## src/mavg_pkg.sv

```systemverilog
package mavg_pkg;

	// Fixed field widths
	localparam int unsigned SAMPLE_W = 16;
	localparam int unsigned WIN_W    = 6;

	// Window length after reset (clamped to the ring depth)
	localparam logic [WIN_W-1:0] WINDOW_RESET = WIN_W'(20);

	// Divider status seen by the controller
	typedef struct packed {
		logic busy;
		logic done;
	} div_stat_t;

endpackage

```

## src/moving_average_filter.sv

```systemverilog
// Moving average filter.
// Input channel (sample, in_valid, in_ready) takes one 16-bit sample per
// transaction; output channel (average, out_valid, out_ready) returns one
// 16-bit truncated mean per sample, in order.
// Writing cfg_data with cfg_we sets the window length (0 counts as 1, values
// above MAX_WINDOW count as MAX_WINDOW) and clears history, sum and count;
// write only while no sample is in flight.
// Samples sit in a one-read, one-write RAM. A sample is read-modify-written
// (old entry read, sum updated, new entry written), then the sum is divided
// by the sample count in a one-bit-per-cycle restoring divider.
// One sample is in work at a time: the next sample is accepted only after
// the result of the last one has been loaded into the output register.
// Reset: window length 20, history empty; the first results average fewer
// samples until the window fills. No RAM clearing pass: entries not yet
// written since the last clear are read as zero by the fill count.
// A finished result waits in the output register while the next sample is
// accepted; if out_ready stays low the filter stalls before loading the
// following result.
module moving_average_filter #(
	parameter int unsigned MAX_WINDOW = 32
) (
	input  logic                           clk,
	input  logic                           arst_n,
	input  logic                           cfg_we,
	input  logic [mavg_pkg::WIN_W-1:0]     cfg_data,
	input  logic [mavg_pkg::SAMPLE_W-1:0]  sample,
	input  logic                           in_valid,
	output logic                           in_ready,
	output logic [mavg_pkg::SAMPLE_W-1:0]  average,
	output logic                           out_valid,
	input  logic                           out_ready
);

	import mavg_pkg::*;

	localparam int unsigned AW    = $clog2(MAX_WINDOW);
	localparam int unsigned SUM_W = SAMPLE_W + $clog2(MAX_WINDOW);

	typedef enum logic [2:0] {
		ST_IDLE,
		ST_UPD,
		ST_DIV,
		ST_OUT
	} state_t;

	function automatic logic [WIN_W-1:0] clamp_win(input logic [WIN_W-1:0] v);
		logic [WIN_W-1:0] r;
		r = v;
		if (v == '0) begin
			r = WIN_W'(1);
		end else if (32'(v) > MAX_WINDOW) begin
			r = WIN_W'(MAX_WINDOW);
		end
		return r;
	endfunction

	state_t            state_q;
	logic [WIN_W-1:0]  win_q;
	logic [WIN_W-1:0]  cnt_q;
	logic [AW-1:0]     pos_q;
	logic [SUM_W-1:0]  sum_q;
	logic [SAMPLE_W-1:0] sample_s1;
	logic [SAMPLE_W-1:0] average_q;
	logic              out_valid_q;

	logic [SAMPLE_W-1:0] ram_rdata;
	logic [SAMPLE_W-1:0] old_val;
	logic [SUM_W-1:0]  sum_next;
	logic [AW:0]       pos_inc;
	logic [AW-1:0]     pos_next;
	logic              warm;
	logic [WIN_W-1:0]  cnt_next;
	logic              ram_we;
	logic              div_start;
	logic [SUM_W-1:0]  quotient;
	div_stat_t         div_stat;
	logic              in_acc;

	assign in_ready = (state_q == ST_IDLE);
	assign in_acc   = in_valid && in_ready;

	// Read-modify-write of the ring slot; slots past the fill count read as zero
	always_comb begin
		warm      = (cnt_q < win_q);
		old_val   = warm ? '0 : ram_rdata;
		sum_next  = sum_q - SUM_W'(old_val) + SUM_W'(sample_s1);
		pos_inc   = (AW+1)'(pos_q) + (AW+1)'(1);
		pos_next  = (32'(pos_inc) >= 32'(win_q)) ? '0 : pos_inc[AW-1:0];
		cnt_next  = warm ? cnt_q + WIN_W'(1) : cnt_q;
		ram_we    = (state_q == ST_UPD);
		div_start = (state_q == ST_UPD);
	end

	mavg_ram #(
		.WIDTH (SAMPLE_W),
		.DEPTH (MAX_WINDOW)
	) u_ring (
		.clk   (clk),
		.we    (ram_we),
		.waddr (pos_q),
		.wdata (sample_s1),
		.raddr (pos_q),
		.rdata (ram_rdata)
	);

	mavg_div #(
		.NUM_W (SUM_W)
	) u_div (
		.clk      (clk),
		.arst_n   (arst_n),
		.start    (div_start),
		.dividend (sum_next),
		.divisor  (cnt_next),
		.quotient (quotient),
		.stat     (div_stat)
	);

	// Sequencer, filter state and output register
	always_ff @(posedge clk or negedge arst_n) begin
		if (!arst_n) begin
			state_q     <= ST_IDLE;
			win_q       <= clamp_win(WINDOW_RESET);
			cnt_q       <= '0;
			pos_q       <= '0;
			sum_q       <= '0;
			out_valid_q <= 1'b0;
		end else begin
			// Output valid: set when a result loads, cleared when taken
			if (state_q == ST_OUT && (!out_valid_q || out_ready)) begin
				out_valid_q <= 1'b1;
			end else if (out_valid_q && out_ready) begin
				out_valid_q <= 1'b0;
			end
			if (cfg_we) begin
				win_q <= clamp_win(cfg_data);
				cnt_q <= '0;
				pos_q <= '0;
				sum_q <= '0;
			end
			case (state_q)
				ST_IDLE: begin
					if (in_acc) begin
						state_q <= ST_UPD;
					end
				end
				ST_UPD: begin
					sum_q   <= sum_next;
					pos_q   <= pos_next;
					cnt_q   <= cnt_next;
					state_q <= ST_DIV;
				end
				ST_DIV: begin
					if (div_stat.done) begin
						state_q <= ST_OUT;
					end
				end
				ST_OUT: begin
					if (!out_valid_q || out_ready) begin
						state_q <= ST_IDLE;
					end
				end
				default: begin
					state_q <= ST_IDLE;
				end
			endcase
		end
	end

	// Payload registers
	always_ff @(posedge clk) begin
		if (in_acc) begin
			sample_s1 <= sample;
		end
		if (state_q == ST_OUT && (!out_valid_q || out_ready)) begin
			average_q <= quotient[SAMPLE_W-1:0];
		end
	end

	assign average   = average_q;
	assign out_valid = out_valid_q;

endmodule

```

## src/mavg_ram.sv

```systemverilog
module mavg_ram #(
	parameter int unsigned WIDTH = 16,
	parameter int unsigned DEPTH = 32
) (
	input  logic                     clk,
	input  logic                     we,
	input  logic [$clog2(DEPTH)-1:0] waddr,
	input  logic [WIDTH-1:0]         wdata,
	input  logic [$clog2(DEPTH)-1:0] raddr,
	output logic [WIDTH-1:0]         rdata
);

	logic [WIDTH-1:0] mem [DEPTH];
	logic [WIDTH-1:0] rdata_q;

	// One write port, one registered read port
	always_ff @(posedge clk) begin
		if (we) begin
			mem[waddr] <= wdata;
		end
		rdata_q <= mem[raddr];
	end

	assign rdata = rdata_q;

endmodule

```

## src/mavg_div.sv

```systemverilog
module mavg_div #(
	parameter int unsigned NUM_W = 21
) (
	input  logic                   clk,
	input  logic                   arst_n,
	input  logic                   start,
	input  logic [NUM_W-1:0]       dividend,
	input  logic [mavg_pkg::WIN_W-1:0] divisor,
	output logic [NUM_W-1:0]       quotient,
	output mavg_pkg::div_stat_t    stat
);

	import mavg_pkg::*;

	localparam int unsigned STEP_W = $clog2(NUM_W + 1);

	logic [NUM_W-1:0]  quo_q;
	logic [WIN_W-1:0]  rem_q;
	logic [WIN_W-1:0]  dvs_q;
	logic [STEP_W-1:0] step_q;
	logic              busy_q;
	logic              done_q;

	logic [WIN_W:0]    trial;
	logic              fits;
	logic [WIN_W:0]    diff;

	// Restoring step: shift in the next dividend bit, subtract if it fits
	always_comb begin
		trial = {rem_q, quo_q[NUM_W-1]};
		fits  = (trial >= {1'b0, dvs_q});
		diff  = trial - {1'b0, dvs_q};
	end

	// Control: one quotient bit per cycle
	always_ff @(posedge clk or negedge arst_n) begin
		if (!arst_n) begin
			busy_q <= 1'b0;
			done_q <= 1'b0;
			step_q <= '0;
		end else begin
			done_q <= 1'b0;
			if (start) begin
				busy_q <= 1'b1;
				step_q <= STEP_W'(NUM_W);
			end else if (busy_q) begin
				step_q <= step_q - STEP_W'(1);
				if (step_q == STEP_W'(1)) begin
					busy_q <= 1'b0;
					done_q <= 1'b1;
				end
			end
		end
	end

	// Datapath
	always_ff @(posedge clk) begin
		if (start) begin
			quo_q <= dividend;
			rem_q <= '0;
			dvs_q <= divisor;
		end else if (busy_q) begin
			quo_q <= {quo_q[NUM_W-2:0], fits};
			rem_q <= fits ? diff[WIN_W-1:0] : trial[WIN_W-1:0];
		end
	end

	assign quotient  = quo_q;
	assign stat.busy = busy_q;
	assign stat.done = done_q;

endmodule

```

## config.mk

```make
export PLATFORM = sky130hd
export DESIGN_NAME = moving_average_filter
export DESIGN_NICKNAME = d
export VERILOG_FILES = /design/src/mavg_pkg.sv /design/src/moving_average_filter.sv /design/src/mavg_ram.sv /design/src/mavg_div.sv
export SDC_FILE = /design/constraint.sdc
export NUM_CORES = 1
export LEC_CHECK = 0
export BUFFER_PORTS_ARGS = -buffer_cell sky130_fd_sc_hd__clkbuf_2
export CORE_AREA = 2 2 265 293
export CTS_CLUSTER_SIZE = 30
export DETAILED_ROUTE_END_ITERATION = 7
export DIE_AREA = 0 0 267 295
export PLACE_DENSITY = 0.5
export SLEW_MARGIN = 20
export SYNTH_ARGS = -nofsm -noshare
export SYNTH_HDL_FRONTEND = slang
export SYNTH_SLANG_ARGS = --single-unit
export TNS_END_PERCENT = 100
```

## constraint.sdc

```tcl
create_clock -name clk -period 10.9 [get_ports clk]
set_clock_uncertainty 0.05 [all_clocks]
set_input_delay 1.09 -clock clk [delete_from_list [all_inputs] [get_ports clk]]
set_output_delay 1.09 -clock clk [all_outputs]
set_load 0.005 [all_outputs]
```

## Yosys cells after proc, flatten, opt, wreduce, memory -nomap -nowiden

Memories as Yosys holds them, arrays and structs flattened. A register that Yosys moved wholly into a read port is not among the register bits.
Cells that the tools add are included.

| storage, ports and cells | value |
|---|---|
| flip-flop bits (word level) | 114 |
| bits in writable memories | 512 |
| input port bits | 27 |
| output and inout bits | 18 |
| word-level logic and storage cells | 73 |
| memories | 1 |

| operators by class | value |
|---|---|
| add/subtract/negate cells | 6 |
| order comparisons | 4 |
| eq/ne operators | 7 |
| muxes and demuxes | 30 |
| reduce and logical (&&, ||, !) cells | 11 |

Memories:

| memory | words | bits a word | read ports | clocked after Yosys merged registers in | write ports | line | source |
|---|---|---|---|---|---|---|---|
| u_ring.mem | 32 | 16 | 1 | 1 | 1 | mavg_ram.sv:13 | `logic [WIDTH-1:0] mem [DEPTH];` |

Operators with widths:

| kind | count |
|---|---|
| $mux 21 | 4 |
| $mux 6 | 6 |
| $mux 5 | 5 |
| $add 21x16->21 | 1 |
| $sub 21x16->21 | 1 |
| $mux 16 | 1 |
| $pmux 3 s4 | 1 |
| $mux 1 | 10 |
| $mux 3 | 3 |
| $ge 7x6->1 | 1 |
| $add 5x1->6 const B | 1 |
| $add 6x1->6 const B | 1 |
| $eq 3x2->1 const B | 2 |
| $ge 6x6->1 | 1 |
| $gt 6x6->1 const B | 1 |
| $logic_not 6->1 | 1 |
| $lt 6x6->1 | 1 |
| $ne 2x1->1 const B | 3 |
| $reduce_bool 2->1 | 3 |
| $sub 6x6->6 | 1 |
| $eq 5x1->1 const B | 1 |
| $sub 5x1->5 const B | 1 |
| $eq 3x1->1 const B | 1 |
| $logic_and 1x1->1 | 3 |
| other kinds (4) | 4 |

## Longest topological paths before layout

Gate-level depths: netlist of the first run.

| logic depth | value |
|---|---|
| depth after elaboration | 5 |
| depth in mapped cells | 18 |

## By module

From an unflattened synthesis of the first run, not the netlist that was laid out.

| unflattened totals | value |
|---|---|
| cell total of the unflattened synthesis | 1815 |
| area total of the unflattened synthesis | 27496.4 um2 |

By module, submodules not included:

| module | instances | cells each | area an instance (um2) | seq. area each (um2) |
|---|---|---|---|---|
| mavg_ram | 1 | 1143 | 20535.9 | 15695.1 |
| moving_average_filter | 1 | 515 | 4966.0 | 1989.4 |
| mavg_div | 1 | 157 | 1994.4 | 1106.1 |

## Worst setup path before layout of the first run

OpenSTA, ideal clock, no wires.

| timing | value |
|---|---|
| path type | reg-to-reg |
| start | register win_q[2] |
| end | register u_div.quo_q[15] (netlist: u_div.quotient[15]) (data pin) |
| setup time | 0.260 ns |
| arrival | 4.122 ns |
| path slack | 6.468 ns |
| cell stages (with the launch flop) | 18 |
| buffers on the path | 2 |
| clock period less this slack | 4.432 ns |
| path through | dfstp_2 > inv_1 > ha_1 > a21oi_1 > o21ai_0 > a211oi_1 > buf_2 > clkbuf_1 > nor2b_1 > fa_1 > inv_1 > ha_1 > nand2_1 > or3_1 > a211oi_1 > a21oi_2 > xnor2_1 > mux2_2 |

| on the way | value |
|---|---|
| cells in the longest elaborated chain, start to end | 5 |

RTL lines:

| item | line | source |
|---|---|---|
| start, declared | moving_average_filter.sv:58 | `logic [WIN_W-1:0] win_q;` |
| start signal, assigned | moving_average_filter.sv:122 | `win_q <= clamp_win(WINDOW_RESET);` |
| start signal, assigned | moving_average_filter.sv:135 | `win_q <= clamp_win(cfg_data);` |
| $lt 6x6->1 | moving_average_filter.sv:84 | `warm = (cnt_q < win_q);` |
| $mux 16 | moving_average_filter.sv:85 | `old_val = warm ? '0 : ram_rdata;` |
| $sub 21x16->21 | moving_average_filter.sv:86 | `sum_next = sum_q - SUM_W'(old_val) + SUM_W'(sample_s1);` |
| $add 21x16->21 | moving_average_filter.sv:86 |  |
| $mux 21 | mavg_div.sv:58 | `if (start) begin` |
| end signal, assigned | mavg_div.sv:59 | `quo_q <= dividend;` |
| end signal, assigned | mavg_div.sv:63 | `quo_q <= {quo_q[NUM_W-2:0], fits};` |
| end, declared | mavg_div.sv:17 | `logic [NUM_W-1:0] quo_q;` |

No other way between the ends.
A chain may end at the register's enable or synchronous reset.

## Final worst setup path of the first run

| timing | value |
|---|---|
| start | register win_q[2] |
| end | register u_div.quo_q[12] (netlist: u_div.quotient[12]) (data pin) |

Same word-level chain as after synthesis.

==> results of run 1 <==
-- layer usage --
| layer | global-route usage | share of wire | vias to the layer above |
|---|---|---|---|
| met2 | 0.268 | 0.48 | 353 |
| met5 | 0 | 0.00020 | - |
| met1 | 0.214 | 0.43 | 7042 |
| met4 | 0.0634 | 0.035 | 2 |
| met3 | 0.0379 | 0.054 | 106 |
| li1 | - | - | 6042 |
-- cell usage after synthesis, types with 5 or more instances --
cell	n
edfxtp_1	571
mux4_2	128
ha_1	49
nand2b_1	7
clkbuf_1	39
nor2_1	61
a211oi_1	11
xor2_1	10
buf_2	17
xnor2_1	19
a21o_1	6
nand4_1	24
nand3_1	12
buf_1	12
dfxtp_1	22
nor3_1	5
inv_1	102
a21oi_1	27
and3_1	8
nand2_1	78
nor2b_1	21
mux2i_1	6
a22o_1	14
o21ai_0	34
a22oi_1	65
nand3b_1	10
fa_1	17
dfrtp_1	46
mux2_2	10
-- layout make-up --
class                   instances  area, µm²
fillers                      6879      45500
flip-flops and latches        641      18800
multi-input cells             674       6830
clock buffers                  94       1950
well taps                    1026       1280
repair buffers                102        656
inverters                     102        383
clock inverters                33        343
diodes                          1       2.50
-- worst reg2reg max path, stage by stage, from the launching register on --
cell and delay, ns:
dfstp_2 0.51, inv_1 0.06, ha_1 0.31, a21oi_1 0.12, o21ai_0 0.11, a211oi_2 0.18, buf_4 0.29, nor2b_1 0.10
ha_1 0.27, inv_1 0.04, ha_1 0.22, fa_1 0.47, a21o_1 0.21, a221oi_1 0.50, o211ai_1 0.19, a31oi_1 0.23
xor2_1 0.20, o21ai_0 0.09
-- registers in the layout, indices dropped and copies added, names as in the netlist --
signal          cells
state_q             2
u_div.rem_q         6
u_div.busy_q        1
average            16
u_div.step_q        5
u_div.dvs_q         6
win_q               6
u_div.done_q        1
sum_q              21
cnt_q               6
out_valid           1
u_div.quotient     21
pos_q               5
u_ring.mem        512
u_ring.rdata       16
sample_s1          16
-- cell usage in the layout, fill, tap and decap left out, drive strengths merged, types with 3 or more instances in the layout --
cell type,instances
bufinv,5
xnor2,19
nand2b,7
buf,58
nor2,61
a22oi,65
dfxtp,22
nand3,12
a22o,14
a31oi,3
a211o,3
dfrtp,46
or2,3
or3,3
nor2b,21
o21bai,3
nand4,24
xor2,10
or4b,3
nand3b,10
fa,17
o21ai,35
and2,4
edfxtp,571
clkbuf,138
mux2,10
a21o,7
clkinv,23
a211oi,11
mux4,128
a21oi,28
nand2,78
mux2i,6
inv,105
nor3,5
ha,49
and3,9
-- report_power, final --
part / leakage, nW / internal, mW / switching (mW) / total, mW
registers: 5.98 / 3.03 / 0.167 / 3.19
clock network: 1.12 / 1.38 / 0.971 / 2.35
logic: 3.18 / 0.924 / 1.29 / 2.21
total: 10.3 / 5.33 / 2.43 / 7.76
-- cell families after synthesis --
family | Yosys count
buffers and inverters | 171
AOI/OAI and AO/OA | 184
DFF | 641
and+or+nand+nor | 251
adders and majority gates | 66
muxes | 144
xor gates and xnor gates | 29
-- worst max-delay path by stage --
stage,end,cells past startpoint,start,slack (ns)
after floorplan,u_div.quotient[15]$_DFFE_PP_,17,win_q[2]$_DFFE_PN1P_,6.47
after global placement,u_div.quotient[12]$_DFFE_PP_,17,win_q[2]$_DFFE_PN1P_,6.52
after detailed placement,u_div.quotient[15]$_DFFE_PP_,16,win_q[2]$_DFFE_PN1P_,6.53
after CTS,u_div.quotient[16]$_DFFE_PP_,17,win_q[2]$_DFFE_PN1P_,6.51
after global routing,u_div.quotient[13]$_DFFE_PP_,16,win_q[2]$_DFFE_PN1P_,6.28
final,u_div.quotient[12]$_DFFE_PP_,17,win_q[2]$_DFFE_PN1P_,6.50
-- per-stage QoR --
step | hold slack, ns | power [mW]
3_5_place_dp | 0.390 | 5.49
6_report | 0.404 | 7.76
5_1_grt | 0.423 | 8.17
4_1_cts | 0.403 | 7.87
2_1_floorplan | 0.372 | 4.79
3_3_place_gp | 0.388 | 5.46
==> run metrics, run 1 <==
predominant post-synthesis flop cell=edfxtp_1; CP max FO=22; Worst-Skew Late Latency=0.61 ns; final hold violation count=0; clk sinks=641; Mapped Cells=1486; mux contribution to synthesized area=0.116; hold wc startpoint=u_div.quotient[0]$_DFFE_PP_; gpl congestion=0.791; Leakage=10.3 nW; Worst Setup Slack, final=6.50 ns; area of the die=78800 µm²; Die Span Y=295 µm; endpoints failing setup=0; dpl cell area=28000 µm²; Via-to-Cell Ratio=5.07; Min-Delay Endpoint=average[0]$_DFFE_PP_; drt initial violations=1203; Row Count=106; Reg2Reg Depth=17; IO Port Bufs=44; Critical Path Max Stage Delay=0.51 ns; Mean Syn Cell Area=17.7 µm²; first-pass GRT wire length=93.3 mm; WL per Instance=23.8 µm; Detailed Place HPWL=39.1 mm; CORE AREA=75700 µm²; Seq/Total Area, Yosys=0.715; Ys Warns=0; Reg-to-Reg End=u_div.quotient[12]$_DFFE_PP_; Adder-Cell Fraction of Synth Area=0.0363; reg2reg start=win_q[2]$_DFFE_PN1P_; EDFF count, synth=571; clock buffer depth=3; top cell type's share of synthesized area=0.653; Inst Count DP=2545; postcts setup bufs=0; Critical Path Source Type=flip-flop; post-synth top area cell=edfxtp_1; Final Non-Filler Cells=2673; CTS tree=yes; vias in the first global route=13800; initial core utilization=0.347; CTS buffer count=71; Worst-path clk slew=0.06 ns; Tightest Pin Transition=1.05 ns; GRT Overall Usage=0.164; RSZ-0062 raised after global routing=no; Synth Area in XOR/XNOR=0.00967; Post-Synth Simple-Gate Area=0.0478; CP endpoint kind=flip-flop; cell family with most CP delay=compound AO/OA/AOI/OAI gates; pin count of the biggest net entering global routing=68; initial antenna violation count=2; largest family of logic cells by synthesized area=multiplexers; Critical Path RT=11.17 ns; max cap viols=0; CP most frequent cell=ha_1; fmax=227 MHz; pre-CTS setup slack=6.53 ns; Resized cells post-CTS=0; Syn Nets=1579; reg-to-reg slack, setup=6.50 ns; synth top area cells=edfxtp_1, mux4_2, dfrtp_1, ha_1, a22oi_1; maximum vdd drop=0.146 mV; via count=13500; Synth-to-Final Area Change=15.1%; Final Max Tran Viols=0; post-synthesis async set-or-reset flop share=0.0749; Clock Tree Root=clkbuf_16; HP Class=flip-flop to flip-flop; setup TNS=0 ns; Crit Path Class=flip-flop to flip-flop; number of top-level pins=45; Syn Std Cell Area=26300 µm²; hold path depth=0; Final Instance Area=30200 µm²; Antenna Nets Post-Route=0; crit-path cells=inv_1, ha_1, a21oi_1, o21ai_0, a211oi_2, buf_4, nor2b_1, ha_1, inv_1, ha_1, fa_1, a21o_1, a221oi_1, o211ai_1, a31oi_1, xor2_1, o21ai_0; Crit path buffers/inverters=3; CTS hold repair buffers=0; Tcrit/Tclk final=0.404; Congestion Overflow GR=0; CP max stage cell=dfstp_2; residual DRC count=0; Netlist cell types=65; Rel. slew slack=0.299; Post-Route WL=63.7 mm; status=finished, final reports clean; crit path time final=4.40 ns; Seq cells post-synth=641; # H-tree levels=3; Die W=267 µm; Synth Area in Compound Gates=0.0490; final core occ=0.399; crit path DAT=4.67 ns; DRT Pass-1 Iters=7; PD cells=257 nW/µm²; layout cells sized above 1=0.220; NumNets Final=1685
No activity file was read; power rests on OpenSTA's default activity.
==> run 2, diff against run 1 <==
--- a/config.mk
+++ b/config.mk
@@ -5,11 +5,12 @@
 export SDC_FILE = /design/constraint.sdc
 export NUM_CORES = 1
 export LEC_CHECK = 0
+export ABC_AREA = 1
 export BUFFER_PORTS_ARGS = -buffer_cell sky130_fd_sc_hd__clkbuf_2
-export CORE_AREA = 2 2 265 293
+export CORE_AREA = 2 2 270 298
 export CTS_CLUSTER_SIZE = 30
 export DETAILED_ROUTE_END_ITERATION = 7
-export DIE_AREA = 0 0 267 295
+export DIE_AREA = 0 0 272 300
 export PLACE_DENSITY = 0.5
 export SLEW_MARGIN = 20
 export SYNTH_ARGS = -nofsm -noshare
==> constraint.sdc (replaced) <==
create_clock -name clk -period 4.38 [get_ports clk]
set_clock_uncertainty 0.05 [all_clocks]
set_input_delay 0.438 -clock clk [delete_from_list [all_inputs] [get_ports clk]]
set_output_delay 0.438 -clock clk [all_outputs]
set_load 0.005 [all_outputs]
==> run 2 against run 1 <==
- maximum frequency grew 11%
- combinational power shrank 92%
- sequential power grew 110%
- total power grew 64%
==> run metrics, run 2 <==
status=finished, final reports clean; largest family of logic cells by synthesized area=simple AND/OR/NAND/NOR gates; Rel. slew slack=0.319; Worst Setup Slack, final=0.426 ns; Final Non-Filler Cells=3607; Synth Area in XOR/XNOR=0.00386; vias in the first global route=17900; Logic pwr share=0.014; Antenna Nets Post-Route=0; Netlist cell types=41; Clock Tree Root=clkbuf_16; cell family with most CP delay=simple AND/OR/NAND/NOR gates; WL per Instance=21.3 µm; endpoints failing setup=0; final hold slack=0.0354 ns; fmax=253 MHz; CTS tree=yes; RSZ-0062 raised after global routing=no; top cell type's share of synthesized area=0.629; clk sinks=641; Detailed Place HPWL=47.7 mm; initial antenna violation count=7; IO Port Bufs=44; drt initial violations=1552; crit path DAT=4.27 ns; Reg2Reg Depth=20; Tightest Pin Transition=1.02 ns; Sw Share=0.200; NumNets Final=2599; EDFF count, synth=571; Seq/Total Area, Yosys=0.689; Syn Std Cell Area=27300 µm²; DRT Pass-1 Iters=6; # H-tree levels=3; M2 GR Usage=0.311; Post-Route WL=76.9 mm; mux contribution to synthesized area=0; Crit Path Class=flip-flop to flip-flop; CTS buffer count=72; crit-path cells=inv_1, ha_1, nand2_1, nor2_1, nor3_1, nand2_1, inv_2, nor2_1, ha_1, inv_1, ha_1, fa_1, nand3_1, nand3_1, nand2_1, nand3_1, nand2_1, nand3b_1, nand3_1, nand2_1; Crit path buffers/inverters=3; Synth-to-Final Area Change=15.4%; Row Count=108; CP max FO=21; reg2reg start=win_q[4]$_DFFE_PN1P_; Worst-path clk slew=0.06 ns; hold wc startpoint=cfg_data[3]; GRT Overall Usage=0.189; first-pass GRT wire length=114 mm; Final Max Tran Viols=0; GRT met3 Usage=0.0274; CP most frequent cell=nand2_1; register bank with the most flops=u_ring.mem; clock power share=0.471; gpl congestion=0.854; Critical Path Source Type=flip-flop; maximum vdd drop=0.238 mV; Min-Delay Endpoint=win_q[3]$_DFFE_PN0P_; crit path time final=3.95 ns; Via-to-Cell Ratio=5.01; Critical Path RT=4.70 ns; dpl cell area=28900 µm²; met1 usage=0.254; final core occ=0.401; max cap viols=0; Congestion Overflow GR=0; register share of total power=0.515; global route hottest layer=met2; predominant post-synthesis flop cell=edfxtp_1; Adder-Cell Fraction of Synth Area=0.0350; pin count of the biggest net entering global routing=108; Inst Count DP=3459; Synth Area in Compound Gates=0.0945; Mean Syn Cell Area=11.4 µm²; Tcrit/Tclk final=0.903; hold path depth=3; setup TNS=0 ns; Die Span Y=300 µm; max reg flops=512; PD cells=406 nW/µm²; Worst-Skew Late Latency=0.62 ns; Critical Path Max Stage Delay=0.51 ns; post-synth top area cell=edfxtp_1; Final Instance Area=31500 µm²; postcts setup bufs=0; clock buffer depth=3; count leader, synth=edfxtp_1; P_int=10.2 mW; Die W=272 µm; Reg-to-Reg End=u_div.quotient[16]$_DFFE_PP_; reg-to-reg slack, setup=0.43 ns; Syn Nets=2493; most common cell after layout, fill and taps aside=edfxtp_1; CP max stage cell=dfstp_2; Psw=2.56 mW; final hold violation count=0; synth top area cells=edfxtp_1, nand2_1, o21ai_0, nor2_1, dfrtp_1; via count=18100; pre-CTS setup slack=0.384 ns; Seq cells post-synth=641; Leakage=12.0 nW; Mapped Cells=2400; Post-Synth Simple-Gate Area=0.130; HP Class=input port to flip-flop; CP endpoint kind=flip-flop; layout cells sized above 1=0.0918; Ys Warns=0; Power, Total=12.8 mW; number of top-level pins=45; residual DRC count=0; Post-synth top cells=edfxtp_1, nand2_1, nor2_1; initial core utilization=0.347; CORE AREA=78500 µm²; most frequent cells in the layout=edfxtp_1, nand2_1, nor2_1, o21ai_0, inv_1; post-synthesis async set-or-reset flop share=0.0749; area of the die=81600 µm²
==> run 2: cell count changes in the layout (fill, tap and decap cells not counted), moves of 17 or more <==
cell and delta:
nor2_1 +337, o21ai_0 +266, nor2b_1 -20, dlygate4sd3_1 +18, mux4_2 -128, nand2_1 +330
xnor2_1 -17, a22oi_1 -65, o22ai_1 +116, inv_1 +95, nand3_1 +35
==> run 2: timing repair <==
| action | 4_1_cts | 5_1_grt |
|---|---|---|
| hold buffers | 18 | 0 |
| endpoints found under the setup margin | 0 | 2 |
| hold endpoints to repair | 63 | 0 |
| resized for setup | 0 | 1 |
==> run 2: metal layers <==
| layer | part of all wire | up-vias | wire (µm) |
|---|---|---|---|
| met3 | 0.063 | 127 | 4830 |
| met1 | 0.43 | 8864 | 33300 |
| met2 | 0.47 | 556 | 36400 |
| li1 | - | 8534 | - |
| met4 | 0.030 | 6 | 2320 |
| met5 | 0.00051 | - | 39 |
==> run 2: worst max-delay path by stage <==
stage	slack [ns]	end	depth (start not counted)	startpoint
detailed placement	0.38	u_div.quotient[9]$_DFFE_PP_	17	win_q[4]$_DFFE_PN1P_
global route	0.07	u_div.quotient[16]$_DFFE_PP_	20	win_q[4]$_DFFE_PN1P_
finish	0.43	u_div.quotient[16]$_DFFE_PP_	20	win_q[4]$_DFFE_PN1P_
floorplan	0.74	u_div.quotient[15]$_DFFE_PP_	21	win_q[4]$_DFFE_PN1P_
global placement	0.34	u_div.quotient[9]$_DFFE_PP_	17	win_q[4]$_DFFE_PN1P_
CTS	0.35	u_div.quotient[9]$_DFFE_PP_	17	win_q[4]$_DFFE_PN1P_
==> run 2: power by group through the flow <==
stage	Clock, mW	Combinational (mW)	Sequential [mW]
finish	6.01	0.182	6.57
floorplan	0	0.112	6.70
global route	6.37	0.211	6.57
global placement	0	0.168	6.70
detailed placement	0	0.171	6.70
CTS	6.13	0.185	6.57
==> run 2: cells by family after synthesis <==
group / after synthesis
and+or+nand+nor: 896
DFF: 641
xor gates and xnor gates: 12
adders and majority gates: 66
buffers and inverters: 307
AOI/OAI and AO/OA: 478
==> run 2: layout make-up <==
class,instances,area (µm²)
multi-input cells,1452,7200
clock inverters,33,393
flip-flops and latches,641,18800
repair buffers,138,1030
clock buffers,96,1950
inverters,201,761
fillers,7404,47100
diodes,1,2.50
well taps,1045,1310
==> run 2: tightest hold or removal path: cells and delay by family <==
kind / cells / cell delay [ns]
and+or+nand+nor: 1 / 0.06
buffers and inverters: 1 / 0.09
AOI/OAI and AO/OA: 1 / 0.06
==> run 3, diff against run 2 <==
--- a/config.mk
+++ b/config.mk
@@ -7,11 +7,11 @@
 export LEC_CHECK = 0
 export ABC_AREA = 1
 export BUFFER_PORTS_ARGS = -buffer_cell sky130_fd_sc_hd__clkbuf_2
-export CORE_AREA = 2 2 270 298
+export CORE_AREA = 2 2 233 258
 export CTS_CLUSTER_SIZE = 30
 export DETAILED_ROUTE_END_ITERATION = 7
-export DIE_AREA = 0 0 272 300
-export PLACE_DENSITY = 0.5
+export DIE_AREA = 0 0 235 260
+export PLACE_DENSITY = 0.63
 export SLEW_MARGIN = 20
 export SYNTH_ARGS = -nofsm -noshare
 export SYNTH_HDL_FRONTEND = slang
==> run 3 against run 2 <==
- via count grew 0.33%
- utilization up 13 points
- global-route usage increased by 3.7 points
- sequential share of layout area rose by 1.2 points
- cell count fell by 8.1%
- largest cell class unchanged
==> run metrics, run 3 (synthesis results as in run 2) <==
crit path time final=4.07 ns; global route hottest layer=met2; pin count of the biggest net entering global routing=173; most frequent cells in the layout=edfxtp_1, nand2_1, nor2_1, o21ai_0, inv_1; PD cells=399 nW/µm²; Worst-Skew Late Latency=0.61 ns; Post-Route WL=69.3 mm; Rel. slew slack=0.361; CTS buffer count=68; maximum vdd drop=0.362 mV; endpoints failing setup=0; Antenna Nets Post-Route=0; Synth-to-Final Area Change=13.1%; Critical Path Source Type=flip-flop; Power, Total=12.3 mW; RSZ-0062 raised after global routing=no; Row Count=93; area of the die=61100 µm²; NumNets Final=2594; status=finished, final reports clean; # H-tree levels=3; GRT met3 Usage=0.0339; Critical Path RT=4.65 ns; max cap viols=0; clock buffer depth=3; final core occ=0.529; Critical Path Max Stage Delay=0.51 ns; Die Span Y=260 µm; Clock Tree Root=clkbuf_16; WL per Instance=20.9 µm; CORE AREA=58300 µm²; setup TNS=0 ns; GRT Overall Usage=0.226; max reg flops=512; gpl congestion=0.882; IO Port Bufs=44; cell family with most CP delay=simple AND/OR/NAND/NOR gates; via count=18100; Tcrit/Tclk final=0.929; CTS tree=yes; CP max stage cell=dfstp_2; Worst-path clk slew=0.06 ns; register bank with the most flops=u_ring.mem; Leakage=11.9 nW; CP most frequent cell=nand2_1; M2 GR Usage=0.369; DRT Pass-1 Iters=5; Detailed Place HPWL=43.6 mm; residual DRC count=0; Crit path buffers/inverters=3; vias in the first global route=17400; fmax=246 MHz; initial core utilization=0.468; crit-path cells=inv_1, ha_1, nand2_1, nor2_1, nor3_1, nand2_1, inv_2, nor2_1, fa_1, inv_1, ha_1, nand2_1, nand3_1, nand2_1, nand3_1, o21ai_0, nand2_1; layout cells sized above 1=0.0923; Resized cells post-CTS=0; crit path DAT=4.34 ns; first-pass GRT wire length=105 mm; CP max FO=21; clk sinks=641; number of top-level pins=45; Via-to-Cell Ratio=5.47; Final Max Tran Viols=0; Crit Path Class=flip-flop to flip-flop; most common cell after layout, fill and taps aside=edfxtp_1; ant diodes=0; HP Class=input port to flip-flop; met1 usage=0.308; final hold violation count=0; Die W=235 µm; initial antenna violation count=1; Congestion Overflow GR=0; Tightest Pin Transition=0.959 ns; drt initial violations=2083; CP endpoint kind=flip-flop; final hold slack=0.0519 ns
## run 3: cell types whose count changed in the layout (fill, tap and decap cells not counted), sizes merged, moves of 2 or more
cell         previous run  this run
clkinv                 21        30
dlygate4sd3            18        16
bufinv                  7         3
clkbuf                140       131
## run 3: area by class of cell
class,instances,area [µm²]
clock buffers,87,1840
clock inverters,38,307
fillers,5008,27500
inverters,201,761
multi-input cells,1452,7200
flip-flops and latches,641,18800
well taps,760,951
repair buffers,137,996
## run 3: per-stage QoR
step	std cells	instance area (µm²)	worst slack [ns]
3_3_place_gp	3175	28500	0.404
2_1_floorplan	2400	27300	0.743
5_1_grt	3316	30800	0.0597
3_5_place_dp	3175	28500	0.393
4_1_cts	3316	30800	0.350
6_report	3316	30800	0.312
## run 3: power breakdown
group	switching (mW)	total [mW]	leakage (nW)	internal, mW
combinational	0.115	0.180	4.86	0.0644
sequential	0.00187	6.57	5.96	6.57
clock	2.39	5.56	1.05	3.17
## run 3: worst min-delay path, cell delays in order
cell and delay, ns:
clkbuf_2 0.10, nand2_1 0.05, o21ai_0 0.06
## run 3: what timing repair did
item / in CTS / in global routing
setup buffers: 0 / 0
endpoints found under the hold margin: 61 / 0
hold buffers: 16 / 0
## run 3: final timing paths
path | cells after the start | slack (ns) | start | endpoint
max | 17 | 0.31 | win_q[4]$_DFFE_PN1P_ | u_div.quotient[7]$_DFFE_PP_
min | 3 | 0.05 | cfg_data[3] | win_q[3]$_DFFE_PN0P_
max reg2reg | 17 | 0.31 | win_q[4]$_DFFE_PN1P_ | u_div.quotient[7]$_DFFE_PP_
min reg2reg | 0 | 0.40 | u_div.quotient[3]$_DFFE_PP_ | average[3]$_DFFE_PP_
max in group asynchronous | 3 | 3.31 | arst_n | pos_q[1]$_DFFE_PN0P_
min in group asynchronous | 3 | 0.45 | arst_n | cnt_q[1]$_DFFE_PN0P_
## run 3: metal layers
| layer | part of all wire | wire [µm] |
|---|---|---|
| met5 | 0 | 0 |
| met2 | 0.47 | 32800 |
| met1 | 0.42 | 29000 |
| met3 | 0.074 | 5160 |
| met4 | 0.034 | 2320 |
